**src/sv/straight_alpha_over_blend_defines.svh**
```systemverilog
// Assertion macros for the straight alpha blend block.
// Bodies are compiled out when SYNTHESIS is defined.
`ifndef STRAIGHT_ALPHA_OVER_BLEND_DEFINES_SVH
`define STRAIGHT_ALPHA_OVER_BLEND_DEFINES_SVH
`ifndef SYNTHESIS
`define SAOB_ASSERT(lbl, clk, rstn, prop) \
	lbl: assert property (@(posedge clk) disable iff (!rstn) prop) \
		else $error("saob: assertion failed");
`define SAOB_ASSERT_NEXT(lbl, clk, rstn, ante, cons) \
	lbl: assert property (@(posedge clk) disable iff (!rstn) ante |=> cons) \
		else $error("saob: assertion failed");
`else
`define SAOB_ASSERT(lbl, clk, rstn, prop)
`define SAOB_ASSERT_NEXT(lbl, clk, rstn, ante, cons)
`endif
`endif

```
**src/sv/saob_pkg.sv**
```systemverilog
`timescale 1ns / 1ps
package saob_pkg;

	localparam logic [7:0]  CH_MAX    = 8'd255;
	// floor(x / 255) == (x * 0x8081) >> 23 for any 16-bit x
	localparam logic [15:0] RECIP_255 = 16'h8081;
	localparam int unsigned RECIP_SHIFT = 23;
	localparam int unsigned NUM_CH = 3;

	typedef struct packed {
		logic [7:0] r;
		logic [7:0] g;
		logic [7:0] b;
		logic [7:0] a;
	} pix_t;

	typedef struct packed {
		logic [23:0] rem;
		logic [1:0]  q;
	} div_res_t;

	// Two restoring-division steps, quotient bits bit_hi and bit_hi-1.
	function automatic div_res_t div2(input logic [23:0] rem, input logic [15:0] den,
		input int unsigned bit_hi);
		logic [23:0] r;
		logic [23:0] trial;
		div_res_t    res;
		r     = rem;
		trial = 24'(den) << bit_hi;
		if (r >= trial) begin
			r        = r - trial;
			res.q[1] = 1'b1;
		end else begin
			res.q[1] = 1'b0;
		end
		trial = 24'(den) << (bit_hi - 1);
		if (r >= trial) begin
			r        = r - trial;
			res.q[0] = 1'b1;
		end else begin
			res.q[0] = 1'b0;
		end
		res.rem = r;
		return res;
	endfunction

endpackage

```
**src/sv/saob_if.sv**
```systemverilog
`timescale 1ns / 1ps
interface saob_in_if;
	logic       valid;
	logic       ready;
	logic [7:0] src_red;
	logic [7:0] src_green;
	logic [7:0] src_blue;
	logic [7:0] src_alpha;
	logic [7:0] dst_red;
	logic [7:0] dst_green;
	logic [7:0] dst_blue;
	logic [7:0] dst_alpha;

	modport source (output valid, output src_red, output src_green, output src_blue,
		output src_alpha, output dst_red, output dst_green, output dst_blue,
		output dst_alpha, input ready);
	modport sink (input valid, input src_red, input src_green, input src_blue,
		input src_alpha, input dst_red, input dst_green, input dst_blue,
		input dst_alpha, output ready);
endinterface

interface saob_out_if;
	logic       valid;
	logic       ready;
	logic [7:0] out_red;
	logic [7:0] out_green;
	logic [7:0] out_blue;
	logic [7:0] out_alpha;

	modport source (output valid, output out_red, output out_green, output out_blue,
		output out_alpha, input ready);
	modport sink (input valid, input out_red, input out_green, input out_blue,
		input out_alpha, output ready);
endinterface

```
**src/sv/straight_alpha_over_blend.sv**
```systemverilog
// Straight-alpha Porter-Duff "over" blend, RGBA8 in, RGBA8 out.
// Path: an accepted input moves through registered stages s1 to s6, and out
// valid is the s6 valid bit; output back-pressure can stall the pipeline.
// Throughput: 1 pixel per cycle unless stalled; the six-stage pipeline (two
// products, then four 2-bit restoring division stages) accepts a pixel each clock.
// Reset: arst_n clears all stage valid bits asynchronously; data is not reset.
`timescale 1ns / 1ps
`include "straight_alpha_over_blend_defines.svh"
module straight_alpha_over_blend (
	input  logic        clk,
	input  logic        arst_n,
	saob_in_if.sink     pix_in,
	saob_out_if.source  pix_out
);
	import saob_pkg::*;

	// Stage map
	//   s1 : sa*255, da*(255-sa), sc*sa per channel
	//   s2 : den = sa*255 + da*(255-sa), numerator per channel (24 bit)
	//   s3 : quotient bits 7:6, alpha = den/255 by reciprocal multiply
	//   s4 : quotient bits 5:4
	//   s5 : quotient bits 3:2
	//   s6 : quotient bits 1:0, pass-through select, output register
	// Remainder stays below den << (next quotient bit + 1), so it narrows by
	// two bits per stage.

	// Stage enables: a stage loads when empty or when the one after it moves.
	logic en_s1, en_s2, en_s3, en_s4, en_s5, en_s6;
	logic v_s1, v_s2, v_s3, v_s4, v_s5, v_s6;

	always_comb begin
		en_s6 = !v_s6 || pix_out.ready;
		en_s5 = !v_s5 || en_s6;
		en_s4 = !v_s4 || en_s5;
		en_s3 = !v_s3 || en_s4;
		en_s2 = !v_s2 || en_s3;
		en_s1 = !v_s1 || en_s2;
	end

	assign pix_in.ready = en_s1;

	always_ff @(posedge clk or negedge arst_n) begin
		if (!arst_n) begin
			v_s1 <= 1'b0;
			v_s2 <= 1'b0;
			v_s3 <= 1'b0;
			v_s4 <= 1'b0;
			v_s5 <= 1'b0;
			v_s6 <= 1'b0;
		end else begin
			if (en_s1) v_s1 <= pix_in.valid;
			if (en_s2) v_s2 <= v_s1;
			if (en_s3) v_s3 <= v_s2;
			if (en_s4) v_s4 <= v_s3;
			if (en_s5) v_s5 <= v_s4;
			if (en_s6) v_s6 <= v_s5;
		end
	end

	// ---------------- stage 1: products ----------------
	logic [7:0]  src_c  [NUM_CH];
	logic [7:0]  inv_sa;
	logic        pass_s1;
	logic [15:0] sa255_s1;
	logic [15:0] t_s1;
	logic [15:0] ps_s1  [NUM_CH];
	pix_t        dst_s1;

	always_comb begin
		src_c[0] = pix_in.src_red;
		src_c[1] = pix_in.src_green;
		src_c[2] = pix_in.src_blue;
		inv_sa   = CH_MAX - pix_in.src_alpha;
	end

	always_ff @(posedge clk) begin
		if (en_s1) begin
			// transparent source: destination goes through untouched
			pass_s1  <= (pix_in.src_alpha == 8'd0);
			sa255_s1 <= {pix_in.src_alpha, 8'h00} - {8'h00, pix_in.src_alpha};
			t_s1     <= 16'(pix_in.dst_alpha) * 16'(inv_sa);
			for (int k = 0; k < NUM_CH; k++) begin
				ps_s1[k] <= 16'(src_c[k]) * 16'(pix_in.src_alpha);
			end
			dst_s1.r <= pix_in.dst_red;
			dst_s1.g <= pix_in.dst_green;
			dst_s1.b <= pix_in.dst_blue;
			dst_s1.a <= pix_in.dst_alpha;
		end
	end

	// ---------------- stage 2: numerator and denominator ----------------
	logic [7:0]  dc_s1  [NUM_CH];
	logic        pass_s2;
	logic [15:0] den_s2;
	logic [23:0] num_s2 [NUM_CH];
	pix_t        dst_s2;

	always_comb begin
		dc_s1[0] = dst_s1.r;
		dc_s1[1] = dst_s1.g;
		dc_s1[2] = dst_s1.b;
	end

	always_ff @(posedge clk) begin
		if (en_s2) begin
			pass_s2 <= pass_s1;
			// max 65025, fits 16 bits
			den_s2  <= sa255_s1 + t_s1;
			for (int k = 0; k < NUM_CH; k++) begin
				// sc*sa*255 + dc*da*(255-sa), max 255*65025
				num_s2[k] <= (24'({ps_s1[k], 8'h00}) - 24'(ps_s1[k]))
					+ 24'(dc_s1[k]) * 24'(t_s1);
			end
			dst_s2 <= dst_s1;
		end
	end

	// ---------------- stage 3: bits 7:6, alpha ----------------
	logic [31:0] alpha_prod;
	div_res_t    dr_s3  [NUM_CH];
	logic        pass_s3;
	logic [15:0] den_s3;
	logic [21:0] rem_s3 [NUM_CH];
	logic [1:0]  q_s3   [NUM_CH];
	logic [7:0]  alpha_s3;
	pix_t        dst_s3;

	always_comb begin
		alpha_prod = 32'(den_s2) * 32'(RECIP_255);
		for (int k = 0; k < NUM_CH; k++) begin
			dr_s3[k] = div2(num_s2[k], den_s2, 7);
		end
	end

	always_ff @(posedge clk) begin
		if (en_s3) begin
			pass_s3  <= pass_s2;
			den_s3   <= den_s2;
			alpha_s3 <= alpha_prod[RECIP_SHIFT +: 8];
			for (int k = 0; k < NUM_CH; k++) begin
				rem_s3[k] <= dr_s3[k].rem[21:0];
				q_s3[k]   <= dr_s3[k].q;
			end
			dst_s3 <= dst_s2;
		end
	end

	// ---------------- stage 4: bits 5:4 ----------------
	div_res_t    dr_s4  [NUM_CH];
	logic        pass_s4;
	logic [15:0] den_s4;
	logic [19:0] rem_s4 [NUM_CH];
	logic [3:0]  q_s4   [NUM_CH];
	logic [7:0]  alpha_s4;
	pix_t        dst_s4;

	always_comb begin
		for (int k = 0; k < NUM_CH; k++) begin
			dr_s4[k] = div2(24'(rem_s3[k]), den_s3, 5);
		end
	end

	always_ff @(posedge clk) begin
		if (en_s4) begin
			pass_s4  <= pass_s3;
			den_s4   <= den_s3;
			alpha_s4 <= alpha_s3;
			for (int k = 0; k < NUM_CH; k++) begin
				rem_s4[k] <= dr_s4[k].rem[19:0];
				q_s4[k]   <= {q_s3[k], dr_s4[k].q};
			end
			dst_s4 <= dst_s3;
		end
	end

	// ---------------- stage 5: bits 3:2 ----------------
	div_res_t    dr_s5  [NUM_CH];
	logic        pass_s5;
	logic [15:0] den_s5;
	logic [17:0] rem_s5 [NUM_CH];
	logic [5:0]  q_s5   [NUM_CH];
	logic [7:0]  alpha_s5;
	pix_t        dst_s5;

	always_comb begin
		for (int k = 0; k < NUM_CH; k++) begin
			dr_s5[k] = div2(24'(rem_s4[k]), den_s4, 3);
		end
	end

	always_ff @(posedge clk) begin
		if (en_s5) begin
			pass_s5  <= pass_s4;
			den_s5   <= den_s4;
			alpha_s5 <= alpha_s4;
			for (int k = 0; k < NUM_CH; k++) begin
				rem_s5[k] <= dr_s5[k].rem[17:0];
				q_s5[k]   <= {q_s4[k], dr_s5[k].q};
			end
			dst_s5 <= dst_s4;
		end
	end

	// ---------------- stage 6: bits 1:0, select, output ----------------
	div_res_t    dr_s6  [NUM_CH];
	logic [7:0]  q_fin  [NUM_CH];
	logic        pass_s6;
	pix_t        res_s6;

	always_comb begin
		for (int k = 0; k < NUM_CH; k++) begin
			dr_s6[k] = div2(24'(rem_s5[k]), den_s5, 1);
			q_fin[k] = {q_s5[k], dr_s6[k].q};
		end
	end

	always_ff @(posedge clk) begin
		if (en_s6) begin
			pass_s6 <= pass_s5;
			if (pass_s5) begin
				res_s6 <= dst_s5;
			end else begin
				// num <= 255*den, so the quotient never needs clamping
				res_s6.r <= q_fin[0];
				res_s6.g <= q_fin[1];
				res_s6.b <= q_fin[2];
				res_s6.a <= alpha_s5;
			end
		end
	end

	assign pix_out.valid     = v_s6;
	assign pix_out.out_red   = res_s6.r;
	assign pix_out.out_green = res_s6.g;
	assign pix_out.out_blue  = res_s6.b;
	assign pix_out.out_alpha = res_s6.a;

	// ---------------- checks ----------------
	// input stalls only when every stage holds a transaction
	`SAOB_ASSERT(a_stall_full, clk, arst_n,
		!pix_in.ready |-> (v_s1 && v_s2 && v_s3 && v_s4 && v_s5 && v_s6))
	// transparent source is flagged for pass-through on entry
	`SAOB_ASSERT_NEXT(a_pass_entry, clk, arst_n,
		pix_in.valid && pix_in.ready && (pix_in.src_alpha == 8'd0), v_s1 && pass_s1)
	// before the last step the remainder stays below 4*den
	`SAOB_ASSERT(a_rem_bound, clk, arst_n,
		(v_s5 && !pass_s5) |-> ((rem_s5[0] < (18'(den_s5) << 2))
		&& (rem_s5[1] < (18'(den_s5) << 2)) && (rem_s5[2] < (18'(den_s5) << 2))))
	// a blended pixel with nonzero source alpha has nonzero coverage
	`SAOB_ASSERT(a_alpha_nz, clk, arst_n,
		(v_s6 && !pass_s6) |-> (pix_out.out_alpha != 8'd0))

endmodule

```
**src/flat_wrapper.sv**
```systemverilog
// flat-port wrapper written by rule: the top's interface ports become plain ports
module straight_alpha_over_blend_flat import saob_pkg::*;
  (clk, arst_n, pix_in_valid, pix_in_src_red, pix_in_src_green, pix_in_src_blue, pix_in_src_alpha, pix_in_dst_red, pix_in_dst_green, pix_in_dst_blue, pix_in_dst_alpha, pix_in_ready, pix_out_valid, pix_out_out_red, pix_out_out_green, pix_out_out_blue, pix_out_out_alpha, pix_out_ready);
  saob_in_if pix_in_i ();
  saob_out_if pix_out_i ();
  input  logic clk;
  input  logic arst_n;
  input wire logic [$bits(pix_in_i.valid)-1:0] pix_in_valid;
  input wire logic [$bits(pix_in_i.src_red)-1:0] pix_in_src_red;
  input wire logic [$bits(pix_in_i.src_green)-1:0] pix_in_src_green;
  input wire logic [$bits(pix_in_i.src_blue)-1:0] pix_in_src_blue;
  input wire logic [$bits(pix_in_i.src_alpha)-1:0] pix_in_src_alpha;
  input wire logic [$bits(pix_in_i.dst_red)-1:0] pix_in_dst_red;
  input wire logic [$bits(pix_in_i.dst_green)-1:0] pix_in_dst_green;
  input wire logic [$bits(pix_in_i.dst_blue)-1:0] pix_in_dst_blue;
  input wire logic [$bits(pix_in_i.dst_alpha)-1:0] pix_in_dst_alpha;
  output wire logic [$bits(pix_in_i.ready)-1:0] pix_in_ready;
  output wire logic [$bits(pix_out_i.valid)-1:0] pix_out_valid;
  output wire logic [$bits(pix_out_i.out_red)-1:0] pix_out_out_red;
  output wire logic [$bits(pix_out_i.out_green)-1:0] pix_out_out_green;
  output wire logic [$bits(pix_out_i.out_blue)-1:0] pix_out_out_blue;
  output wire logic [$bits(pix_out_i.out_alpha)-1:0] pix_out_out_alpha;
  input wire logic [$bits(pix_out_i.ready)-1:0] pix_out_ready;
  assign pix_in_i.valid = pix_in_valid;
  assign pix_in_i.src_red = pix_in_src_red;
  assign pix_in_i.src_green = pix_in_src_green;
  assign pix_in_i.src_blue = pix_in_src_blue;
  assign pix_in_i.src_alpha = pix_in_src_alpha;
  assign pix_in_i.dst_red = pix_in_dst_red;
  assign pix_in_i.dst_green = pix_in_dst_green;
  assign pix_in_i.dst_blue = pix_in_dst_blue;
  assign pix_in_i.dst_alpha = pix_in_dst_alpha;
  assign pix_in_ready = pix_in_i.ready;
  assign pix_out_valid = pix_out_i.valid;
  assign pix_out_out_red = pix_out_i.out_red;
  assign pix_out_out_green = pix_out_i.out_green;
  assign pix_out_out_blue = pix_out_i.out_blue;
  assign pix_out_out_alpha = pix_out_i.out_alpha;
  assign pix_out_i.ready = pix_out_ready;
  straight_alpha_over_blend u_core (.clk(clk), .arst_n(arst_n), .pix_in(pix_in_i), .pix_out(pix_out_i));
endmodule
```
**config.mk**
```make
export PLATFORM = sky130hd
export DESIGN_NAME = straight_alpha_over_blend_flat
export DESIGN_NICKNAME = d
export VERILOG_FILES = /design/src/sv/saob_pkg.sv /design/src/sv/saob_if.sv /design/src/sv/straight_alpha_over_blend.sv /design/src/flat_wrapper.sv
export VERILOG_INCLUDE_DIRS = /design/src /design/src/sv
export SDC_FILE = /design/constraint.sdc
export NUM_CORES = 2
export LEC_CHECK = 0
export ABC_CLOCK_PERIOD_IN_PS = 20800
export BUFFER_PORTS_ARGS = -buffer_cell sky130_fd_sc_hd__buf_2
export CAP_MARGIN = 20
export CELL_PAD_IN_SITES_DETAIL_PLACEMENT = 1
export CELL_PAD_IN_SITES_GLOBAL_PLACEMENT = 2
export CORE_MARGIN = 1.5
export CORE_UTILIZATION = 47
export DETAILED_ROUTE_END_ITERATION = 12
export GPL_TIMING_DRIVEN = 0
export PLACE_DENSITY_LB_ADDON = 0.1
export SYNTH_ARGS = -nofsm -noshare
export SYNTH_HDL_FRONTEND = slang
export SYNTH_SLANG_ARGS = --single-unit
```
**constraint.sdc**
```tcl
create_clock -name clk -period 20.8 [get_ports clk]
set_input_delay 4.16 -clock clk [delete_from_list [all_inputs] [get_ports clk]]
set_output_delay 4.16 -clock clk [all_outputs]
set_load 0.02 [all_outputs]
```
# Word-level counts from Yosys, hierarchy flattened
# Memory sizes are Yosys's and may differ from the RTL's.
# Index checks and enable logic that the tools add are counted.
# classes
mul,8
n_lt_le_gt_ge,24
mux,56
addsub,30
n_reduce_logical,13
# ops
op,n
$mux W24,12
$add A24 B24 Y24,3
$ge A24 B16 Y1,3
$ge A24 B18 Y1,3
$ge A24 B20 Y1,3
$ge A24 B22 Y1,3
$ge A24 B23 Y1,3
$mul A8 B16 Y24,3
$sub A24 B16 Y24,3
$sub A24 B23 Y24,3
$sub A22 B21 Y23,3
$ge A22 B21 Y1,3
$mux W22,3
$sub A22 B22 Y22,3
$mul A8 B8 Y16,4
$sub A20 B19 Y21,3
$ge A20 B19 Y1,3
$mux W20,3
$sub A20 B20 Y20,3
$sub A18 B17 Y19,3
$ge A18 B17 Y1,3
$mux W18,3
$sub A18 B18 Y18,3
$mux W1,34
8 further kinds,18
# totals
inputBits,68
reg_bits,323
mem_bits_rw,336
out_inout_bits,34
n_memories,8
word_cells,183
# mem_list
name,depth,word_bits,read_ports,rd_clocked_by_memory_dff,write_ports,line_no,rtl
u_core.num_s2,3,24,3,0,3,straight_alpha_over_blend.sv:96,logic [23:0] num_s2 [NUM_CH];
u_core.rem_s3,3,22,3,0,3,straight_alpha_over_blend.sv:124,logic [21:0] rem_s3 [NUM_CH];
u_core.rem_s4,3,20,3,0,3,straight_alpha_over_blend.sv:153,logic [19:0] rem_s4 [NUM_CH];
u_core.rem_s5,3,18,3,0,3,straight_alpha_over_blend.sv:181,logic [17:0] rem_s5 [NUM_CH];
u_core.ps_s1,3,16,3,0,3,straight_alpha_over_blend.sv:66,logic [15:0] ps_s1 [NUM_CH];
u_core.q_s5,3,6,3,0,3,straight_alpha_over_blend.sv:182,logic [5:0] q_s5 [NUM_CH];
2 more memories,n/a,n/a,n/a,n/a,n/a,n/a,

# Logic depth before layout (Yosys ltp)
# depth
ltp_word,9
mapped_depth,25
ltp_nobuf,23

# Least setup slack after synthesis
# OpenSTA, ideal clock, no wires.
# synth_timing
path_type,input to output
startpoint,in pix_out_ready
endpoint,out pix_in_ready
path_buffers,0
arrival_time_ns,11.175
required_ns,16.640
path_stages,4
setup_slack_ns,5.465
path_cell_list,nor2b_1 > nand3_1 > nor2_1 > nand3_1
# synth_via
elab_chain_len,6
# synth_lines
element,line_no,rtl
from (decl),flat_wrapper.sv:23,input wire logic [$bits(pix_out_i.ready)-1:0] pix_out_ready;
$logic_or A1 B1 Y1,straight_alpha_over_blend.sv:32,en_s6 = !v_s6 || pix_out.ready;
$logic_or A1 B1 Y1,straight_alpha_over_blend.sv:33,en_s5 = !v_s5 || en_s6;
$logic_or A1 B1 Y1,straight_alpha_over_blend.sv:34,en_s4 = !v_s4 || en_s5;
named net u_core.en_s4,straight_alpha_over_blend.sv:28,"logic en_s1, en_s2, en_s3, en_s4, en_s5, en_s6;"
$logic_or A1 B1 Y1,straight_alpha_over_blend.sv:35,en_s3 = !v_s3 || en_s4;
$logic_or A1 B1 Y1,straight_alpha_over_blend.sv:36,en_s2 = !v_s2 || en_s3;
$logic_or A1 B1 Y1,straight_alpha_over_blend.sv:37,en_s1 = !v_s1 || en_s2;
to (decl),flat_wrapper.sv:17,output wire logic [$bits(pix_in_i.ready)-1:0] pix_in_ready;
# The timed path passes the listed nets, and every way through them passes these cells.

# Worst setup path after layout
# Ends and elaborated chain as after synthesis.

==> results.cfg <==
[status]
status = finished, final reports clean

[synthesis]
synth_cell_types = 95
ys.flop_type = edfxtp_1
synth_top_family_by_area = adder cells
yosys.area.top_type = edfxtp_1
synthXorXnorAreaFrac_pct = 5.11
synth_compound_area_share_pct = 11.2
syn_inst = 6324
synth_edf_count = 653
ys_async_sr_fraction_pct = 0.910
synth_area_leaders = edfxtp_1 (30%), fa_1 (15%), ha_1 (15%)
synth.area.mux_share_pct = 4.88
syn_nets = 7676
synth_top_area_share_pct = 30.0
synth-seq-area-share_pct = 30.2
synth_area_um2 = 65300
ys_ff_latch = 659
synth_warnings = 0
syn_avg_cell_area_um2 = 10.3
synth-simple-area-share_pct = 12.6
synth_fa_ha_area_share_pct = 30.4

[floorplanning]
die_w_um = 376
rows = 136
fp.coreArea_um2 = 138000
start_util_pct = 47.5
pin_count = 102
die_h_um = 376
dieArea_um2 = 141000

[global_routing]
grt_max_degree = 96
grt_pass1_vias = 50494
globalRouteOverflowTotal = 0
antenna_found_initial = 8
gr-usage-all-layers_pct = 27.7
grt_pass1_wl_um = 299000

[setup_path]
slowest_stage = nor2_1
crit_family = simple AND/OR/NAND/NOR gates
crit_arrival_ns = 6.86
endpoint_kind = output pin
required_ns = 16.64
crit_chain = buf_2, nor2b_1, nand3_4, nor2_1, nand3_4, buf_16, buf_16, buf_2
critPathMaxStageDelay_ns = 0.62
crit_buf_inv = 4
cp-start-kind = primary input
crit_path_max_fanout = 57
critPathKind = primary input to output pin

[hold_path]
hp-class = flop to flop

[place]
place.gp.congestion = 0.889
dpl.hpwl_um = 158000
io_buffer_count = 95
dp_cells = 8223
place_worst_setup_slack_ns = 9.89

[sta]
period_share_pct = 53.0
rsz0062_at_grt = false
maxSlewViolCount = 0
finalCriticalPeriod_ns = 11.02
worst_pin_slew_ns = 1.03
fin_ws_ns = 9.78
timing.fmax_ghz = 0.0908
setup_tns_ns = 0
finalSetupViolCount = 0
finalHoldViolations = 0
clock-skew-final_ns = 0.0558
slew_headroom_pct = 31.3

[cells_and_area]
area_growth_pct = 8.95
final_cell_mix = inv_1 (823), ha_1 (779), edfxtp_1 (653)
stdcell_count = 8372
fin_nets = 7863
final_common_cell = inv_1
drive_gt1_share_pct = 8.40

[routing]
wire_per_inst_um = 23.1
ant_nets = 0
viasPerCell = 5.61
wirelength_um = 193000
dr.pass1.iters = 7
vias = 46930
drtIter0Drc = 2174
drc_errors = 0

[clock_tree]
insertion_delay_ns = 0.72
tritoncts = yes
clkSinkCount = 659
cts_resized = 0
postCtsHoldBufs = 0
cts_max_path_buffers = 3
htreeDepth = 3
path_clk_slew_ns = 0.06
cts_buffers = 79
cts_root_buf = clkbuf_16
post-cts-setup-buffers = 0

[job]
cap_viol_max_count = 0
[cell usage after synthesis (26+ instances only)]
cell	instances
a21oi_1	344
clkbuf_1	109
o21ai_0	200
nor2b_1	84
nor3_1	97
mux2_2	222
o21bai_1	58
xor2_1	99
and2_1	319
edfxtp_1	653
fa_1	505
nand2b_1	66
a21o_1	144
or3_1	26
a211oi_1	40
nand2_1	464
mux2i_1	36
ha_1	779
and3_1	36
a31oi_1	28
nand4_1	69
inv_1	825
nand3_1	74
o21a_1	64
nor2_1	332
xnor2_1	282
[cell type report]
class                           count  area [um^2]
Timing Repair Buffer              106          746
Buffer                            133          563
Tap cell                         1794         2240
Sequential cell                   659        19800
Inverter                          827         3110
Clock buffer                       85         2020
Fill cell                       15104        66500
Clock inverter                     59          783
Antenna cell                        4         10.0
Multi-Input combinational cell   4705        41900
[path summary, 6_finish.rpt]
kind                                              from                              to  slack [ns]  depth (start not counted)
max in group asynchronous                       arst_n         u_core.v_s2$_DFFE_PN0P_       17.38                          1
min                        u_core.q_s4[0][7]$_DFFE_PP_    u_core.q_s5[0][11]$_DFFE_PP_        0.40                          0
min reg2reg                u_core.q_s4[0][7]$_DFFE_PP_    u_core.q_s5[0][11]$_DFFE_PP_        0.40                          0
max reg2reg                 u_core.den_s2[1]$_DFFE_PP_  u_core.rem_s3[0][42]$_DFFE_PP_       13.11                         24
max                                      pix_out_ready                    pix_in_ready        9.78                          8
min in group asynchronous                       arst_n         u_core.v_s3$_DFFE_PN0P_        3.27                          1
[kinds of logic (layout without fill, tap and decap cells)]
logic type	Yosys count	in the layout
AND/OR/NAND/NOR	1653	1653
flip-flops	659	659
XOR/XNOR	381	381
other	0	4
AO/OA/AOI/OAI	1107	1107
multiplexers	280	280
adder cells (fa/ha/maj)	1284	1284
buffers and inverters	960	1210
[registers in the layout, summed over array words and instances (netlist names), 18 cells and up]
register / cells
u_core.num_s2: 72
u_core.rem_s3: 66
u_core.rem_s4: 60
u_core.rem_s5: 54
u_core.ps_s1: 48
u_core.dst_s2: 32
u_core.dst_s3: 32
u_core.dst_s4: 32
u_core.dst_s5: 32
u_core.dc_s1: 24
u_core.q_s5: 18
[routing by layer]
| layer | wire length, um | share of wire (%) | up-vias | track usage [%] |
|---|---|---|---|---|
| met3 | 5260 | 2.7 | 302 | 2.28 |
| met4 | 10400 | 5.4 | 0 | 13.5 |
| met1 | 82600 | 43 | 23573 | 34.1 |
| met2 | 95300 | 49 | 730 | 49.0 |
| li1 | - | - | 22325 | - |
| met5 | 0 | 0 | - | 0 |
[per-stage QoR]
step / instance area [um^2] / hold WS, ns / util, %
after floorplan: 65300 / 0.400 / -
after global placement: 68100 / 0.401 / 49.4
after detailed placement: 68400 / 0.406 / 49.7
after CTS: 71200 / 0.406 / 51.7
after global routing: 71200 / 0.421 / 51.7
final: 71200 / 0.402 / 51.7
Power is not shown: default switching activity piles up to over one toggle a cycle in this logic, so the estimate is an artifact.
